### src/hdl/bdy_pkg.sv
// ----------------------------------------------------------------------------
// bdy_pkg
// shared types and constants of the buddy allocator
// ----------------------------------------------------------------------------
`default_nettype none

package bdy_pkg;

   localparam int ADDR_W  = 48;
   localparam int BYTES_W = 13;
   localparam int ST_W    = 2;
   localparam int KW      = 5;
   localparam int NEED_W  = 17;

   localparam logic [ST_W-1:0] ST_OK      = 2'd0;
   localparam logic [ST_W-1:0] ST_OOM     = 2'd1;
   localparam logic [ST_W-1:0] ST_UNKNOWN = 2'd2;

   localparam logic ACT_ALLOC = 1'b0;
   localparam logic ACT_FREE  = 1'b1;

   typedef struct packed {
      logic [ADDR_W-1:0] a;
      logic [ADDR_W-1:0] b;
      logic              sub;
   } add_op_type;

endpackage

`default_nettype wire

### src/hdl/bdy_addr_unit.sv
// ----------------------------------------------------------------------------
// bdy_addr_unit
// shared 48-bit address adder and subtractor
// ----------------------------------------------------------------------------
`default_nettype none

module bdy_addr_unit
   import bdy_pkg::*;
(
   input  wire add_op_type        op,
   output logic [ADDR_W-1:0]      y
);

   assign y = op.sub ? (op.a - op.b) : (op.a + op.b);

endmodule

`default_nettype wire

### config.mk
export PLATFORM = sky130hd
export DESIGN_NAME = bdy_addr_unit
export DESIGN_NICKNAME = d
export VERILOG_FILES = /design/src/hdl/bdy_pkg.sv /design/src/hdl/bdy_addr_unit.sv
export SDC_FILE = /design/constraint.sdc
export NUM_CORES = 1
export LEC_CHECK = 0
export ABC_AREA = 1
export BUFFER_PORTS_ARGS = -buffer_cell sky130_fd_sc_hd__buf_4
export CORE_UTILIZATION = 30
export DETAILED_ROUTE_END_ITERATION = 8
export PLACE_DENSITY = 0.61
export SYNTH_ARGS = -nofsm -noshare
export SYNTH_HDL_FRONTEND = slang
export SYNTH_SLANG_ARGS = --single-unit
### constraint.sdc
create_clock -name vclk -period 4.03
set_input_delay 0.806 -clock vclk [all_inputs]
set_output_delay 0.806 -clock vclk [all_outputs]
set_load 0.01 [all_outputs]
==> results of run 1 <==
-- how the worst max path moves through the flow --
stage | startpoint | end | slack, ns | cells past startpoint
6_report | op[11] | y[20] | -0.21 | 19
5_1_grt | op[9] | y[44] | -0.35 | 20
4_1_cts | op[5] | y[21] | -0.12 | 17
3_5_place_dp | op[4] | y[21] | -0.42 | 17
3_3_place_gp | op[4] | y[21] | -0.41 | 17
2_1_floorplan | op[2] | y[27] | 0.22 | 18
-- final cells by class --
cell class	instances	area share [%]
Inverter	239	8.38
Timing Repair Buffer	383	27.9
Multi-Input combinational cell	892	61.2
Tap cell	229	2.59
-- through the flow --
stage                     setup TNS, ns  utilization, %  hold WS [ns]  std cells  power, mW
after floorplan                       0               -          1.77       1136      0.817
after global routing              -8.88            61.4          2.08       1743       2.43
final                             -3.95            61.4          2.05       1743       2.28
after CTS                         -1.90            54.2          2.04       1724       1.90
after global placement           -10.01            46.5          2.03       1700       1.60
after detailed placement         -10.23            46.5          2.04       1700       1.61
-- critical path, cell delays in order --
cell and delay [ns]:
buf_4 0.13, nor2_2 0.16, nand2_2 0.10, inv_2 0.09, buf_4 0.11, nand2_1 0.07
o21ai_2 0.19, xor2_2 0.27, ha_4 0.27, nand2_1 0.10, inv_1 0.08, nand2_2 0.10
inv_1 0.07, nand2_2 0.07, nand2_2 0.06, nand3b_1 0.26, buf_4 0.21, xor2_2 0.13
buf_4 0.14
-- repair_timing --
item | in CTS | in global routing
hold buffers | 0 | 0
pin swaps | 116 | 159
endpoints found under the setup margin | 38 | 39
resized for setup | 294 | 280
buffers inserted | 24 | 20
-- synth_stat cells (2+ instances only) --
cell,number
buf_2,4
nand4_1,17
inv_1,238
o21ai_0,20
o21ai_1,4
o21bai_1,5
and2_1,5
a21o_1,2
nor4_1,2
nand3_1,70
xnor2_1,9
ha_1,49
o21ai_2,2
nand3b_1,7
nor2_4,3
nor3_2,2
nor2_2,10
xor2_1,57
o211ai_1,2
nand2_1,421
nand2_2,10
nand3_2,3
nor3_1,11
a21oi_1,39
nor2_1,132
-- report_power, final --
| group | leakage [nW] | internal, mW | switching [mW] |
|---|---|---|---|
| clock network | 0 | 0 | 0 |
| logic | 5.73 | 1.06 | 1.21 |
| registers | 0 | 0 | 0 |
-- logic make-up (layout without fill, tap and decap cells) --
family | count (synthesis) | in the layout
fa+ha+maj | 50 | 50
simple gates | 698 | 698
compound gates | 78 | 78
buf+inv | 244 | 622
xor+xnor | 66 | 66
-- layer usage --
layer	vias up	track usage (%)
li1	4207	-
met4	0	5.50
met2	244	42.9
met3	49	0.809
met5	-	0
met1	3838	33.0
==> impl_metrics.ini, run 1 <==
[finish]
design.seq.count = 0
final_cell_mix = 341 x buf_4, 289 x nand2_1, 191 x inv_1
final_cell_area_mm2 = 0.0111
seq_area_um2 = 0
multi_input_area_mm2 = 0.00677
clockBufferCount = 0
area_growth_syn_to_layout_pct = 99.9
final_nets = 1663
fillers = 1577
drive_gt1_share_pct = 53.6
layout_commonest_cell = buf_4
diodes = 0

[logic_synthesis]
avgSynthCellArea_um2 = 4.87
post_synth_inst_count = 1136
synth-xor-area-share_pct = 10.4
synth-simple-area-share_pct = 53.6
synth.top_cell.area_share_pct = 28.6
synth_area_leaders = nand2_1 29%, inv_1 16%, ha_1 11%
yosysWarningCount = 0
synth_compound_area_share_pct = 7.91
synth-seq-area-share_pct = 0
yosysTopAreaCell = nand2_1
synth_top_family_by_area = simple AND/OR/NAND/NOR gates
syn-cell-area_mm2 = 0.00553
synth_adder_area_share_pct = 11.4
ys_types = 37
syn-num-nets = 1283
synth_mux_area_share_pct = 0

[timing]
period_minus_slack_ns = 4.24
worstMarginPinSlew_ns = 0.366
period_share_pct = 105
finalSetupViolations = 32
relSlewSlack_pct = 75.3
worst_slack_ns = -0.215
timing.fmax_mhz = 236
drv_slew = 0
finalHoldViolCount = 0
rsz0062_at_grt = true

[die]
die_area_mm2 = 0.0190
rows = 49
initial_core_util_pct = 30.7
core-area_mm2 = 0.0180
dieWidth_um = 138
ioPinCount = 145
die_h_um = 138

[placed_design]
dpl-instance-area_mm2 = 0.00839
hpwl_um = 20100
gp_congestion = 0.921
pre_cts_ws_ns = -0.424
io_buffers = 145

[hold_path]
hold_start = op[49]
hold_end = y[0]
worstHoldPathCells = 5
hold_path_class = input port to output pin

[grt]
grt-ovfl-total = 0
grt_pass1_vias = 7536
grtUsageTotal_pct = 24.5
antenna_found_initial = 0
grt_pass1_wl_um = 36200
grt_start_max_net_pins = 12

[worst_setup_path]
worstSetupPathType = input port to output pin
critPathCaptureType = output pin
arrival_ns = 3.44
required_ns = 3.22
start_kind = input port
cp_max_fo = 4

[drt]
drt_iter0_drc = 394
vias_per_cell = 4.78
drc = 0
wl_per_cell_um = 15.2
first_pass_iters = 5
wl_met3_um = 1180
routed_wl_um = 26500
num_vias = 8338
wl_met1_um = 11600
highest_layer = met4
wl_met2_um = 13100
antenna_left = 0

[run_status]
violations = negative setup slack
status = complete, but fails checks

[power]
leakagePower_nw = 5.73
power_density_mw_per_mm2 = 206
ir_drop_v = 0.000167

[job]
cap_viol_max_count = 0
Note: power is estimated with default switching activity, not from simulation.
==> inputs of run 2 (changes only) <==
--- a/config.mk
+++ b/config.mk
@@ -5,11 +5,10 @@
 export SDC_FILE = /design/constraint.sdc
 export NUM_CORES = 1
 export LEC_CHECK = 0
-export ABC_AREA = 1
 export BUFFER_PORTS_ARGS = -buffer_cell sky130_fd_sc_hd__buf_4
 export CORE_UTILIZATION = 30
 export DETAILED_ROUTE_END_ITERATION = 8
-export PLACE_DENSITY = 0.61
+export PLACE_DENSITY = 0.65
 export SYNTH_ARGS = -nofsm -noshare
 export SYNTH_HDL_FRONTEND = slang
 export SYNTH_SLANG_ARGS = --single-unit
==> run 2 against run 1 <==
The flow finishes with violations (design-rule violations, negative setup slack). Largest power group unchanged. Global-route usage grew 1.4 points. Sequential cell count stayed put. Worst setup slack got worse by 1.1 ns. Combinational power shrank 14%.
==> impl_metrics.ini, run 2 <==
[run_status]
status = complete, but fails checks
violations = design-rule violations, negative setup slack

[drt]
antenna_left = 0
num_vias = 5800
routed_wl_um = 18000
wl_per_cell_um = 16.4
drt_iter0_drc = 298
vias_per_cell = 5.31
first_pass_iters = 8
drc = 9

[finish]
clockBufferCount = 0
diodes = 0
area_growth_syn_to_layout_pct = 123
design.seq.count = 0
final_cell_area_mm2 = 0.00808
final_cell_mix = 380 x buf_4, 55 x xnor2_1, 45 x nor2_1
final_nets = 1099
layout_commonest_cell = buf_4
drive_gt1_share_pct = 62.3
seq_area_um2 = 0

[power]
power_density_mw_per_mm2 = 243
power.total_mw = 1.96
leakagePower_nw = 3.92
ir_drop_v = 0.000155

[worst_setup_path]
start_kind = input port
worstSetupPathType = input port to output pin
required_ns = 3.22
cp_max_fo = 4
critPathCaptureType = output pin
crit_family = simple AND/OR/NAND/NOR gates
crit_top_cell = buf_4
cp_num_buf_inv = 5
critPathSlowestCell = or4_4
slowest_delay_ns = 0.55
path_cells = buf_6, or4_4, or3_4, nor3_4, buf_4, a31oi_1, xnor2_1, ha_2, buf_4, nand4_1, nor2_2, and4_1, o21ai_1, buf_4, a21oi_4, nand2_1, a211o_1, buf_4
arrival_ns = 4.52

[timing]
finalHoldWorstSlack_ns = 2.03
finalSetupViolations = 41
worstMarginPinSlew_ns = 0.402
relSlewSlack_pct = 72.5
period_share_pct = 132
timing.fmax_mhz = 188
period_minus_slack_ns = 5.32
rsz0062_at_grt = true
drv_slew = 0
setup_tns_ns = -39.99
finalHoldViolCount = 0
worst_slack_ns = -1.29

[logic_synthesis]
synthTopCellsByCount = 76 x a21oi_1, 76 x xnor2_1, 57 x nor2_1
synth-seq-area-share_pct = 0
synth.top_cell.area_share_pct = 18.4
yosysTopAreaCell = xnor2_1
avgSynthCellArea_um2 = 6.70
yosysWarningCount = 0
syn-num-nets = 688
syn-cell-area_mm2 = 0.00362
post_synth_inst_count = 541
synth_area_leaders = xnor2_1 18%, ha_1 17%, a21oi_1 11%
ys_types = 53

[die]
core-area_mm2 = 0.0116
initial_core_util_pct = 31.2
ioPinCount = 145
rows = 39
die_h_um = 112
die_area_mm2 = 0.0125
dieWidth_um = 112

[hold_path]
hold_end = y[0]
worstHoldPathCells = 5
hold_path_class = input port to output pin
hold_start = op[49]

[placed_design]
dpl-instance-area_mm2 = 0.00664
hpwl_um = 13200
io_buffers = 145
gp_congestion = 0.958

[grt]
grt-ovfl-total = 0
grt_pass1_wl_um = 26800
grt_pass1_vias = 5754
grt_start_max_net_pins = 17
antenna_found_initial = 0
grtUsageTotal_pct = 25.9

[clocking]
cts_hold_buf = 0

[job]
cap_viol_max_count = 0
## run 2: per-layer routing
layer | wire (um) | GRT usage [%]
met3 | 889 | 1.74
met5 | 0 | 0
met2 | 9310 | 49.0
met4 | 762 | 8.20
met1 | 7010 | 30.9
## run 2: area by class of cell
type | count | area (um2)
tap | 143 | 179
fill | 904 | 3530
multi-input combinational | 498 | 4440
inverter | 28 | 110
timing repair buffer | 424 | 3350
## run 2: worst max-delay path by stage
stage                 from    end  cells past startpoint
floorplan           op[12]  y[46]                     14
global placement    op[12]  y[40]                     18
detailed placement   op[6]  y[40]                     18
CTS                  op[6]  y[40]                     19
global route         op[1]  y[46]                     19
finish               op[9]  y[47]                     18
## run 2: logic make-up (layout without fill, tap and decap cells)
logic type / after synthesis / in the layout / synth area share, %
XOR/XNOR: 89 / 89 / 21.7
adder cells (fa/ha/maj): 50 / 50 / 17.5
AO/OA/AOI/OAI: 182 / 182 / 30.8
buffers and inverters: 43 / 452 / 4.46
multiplexers: 1 / 1 / 0.276
AND/OR/NAND/NOR: 176 / 176 / 25.3
## run 2: timing repair
action / CTS / global route
pin swaps: 110 / 43
endpoints found under the hold margin: 0 / 0
buffers inserted: 57 / 21
resized for setup: 157 / 49
cloned: 0 / 0
endpoints found under the setup margin: 41 / 41
## run 2: through the flow
step           std cells  utilization (%)  setup WS (ns)
6_report            1093             69.6          -1.29
5_1_grt             1093             69.6          -1.43
4_1_cts             1075             66.1          -1.17
3_5_place_dp        1024             57.2          -1.43
3_3_place_gp        1024             57.2          -1.38
2_1_floorplan        541                -         -0.822
## run 2: where the power goes
part	internal (mW)	switching [mW]	total [mW]	leakage (nW)
Sequential	0	0	0	0
Combinational	1.07	0.898	1.96	3.92
Clock	0	0	0	0
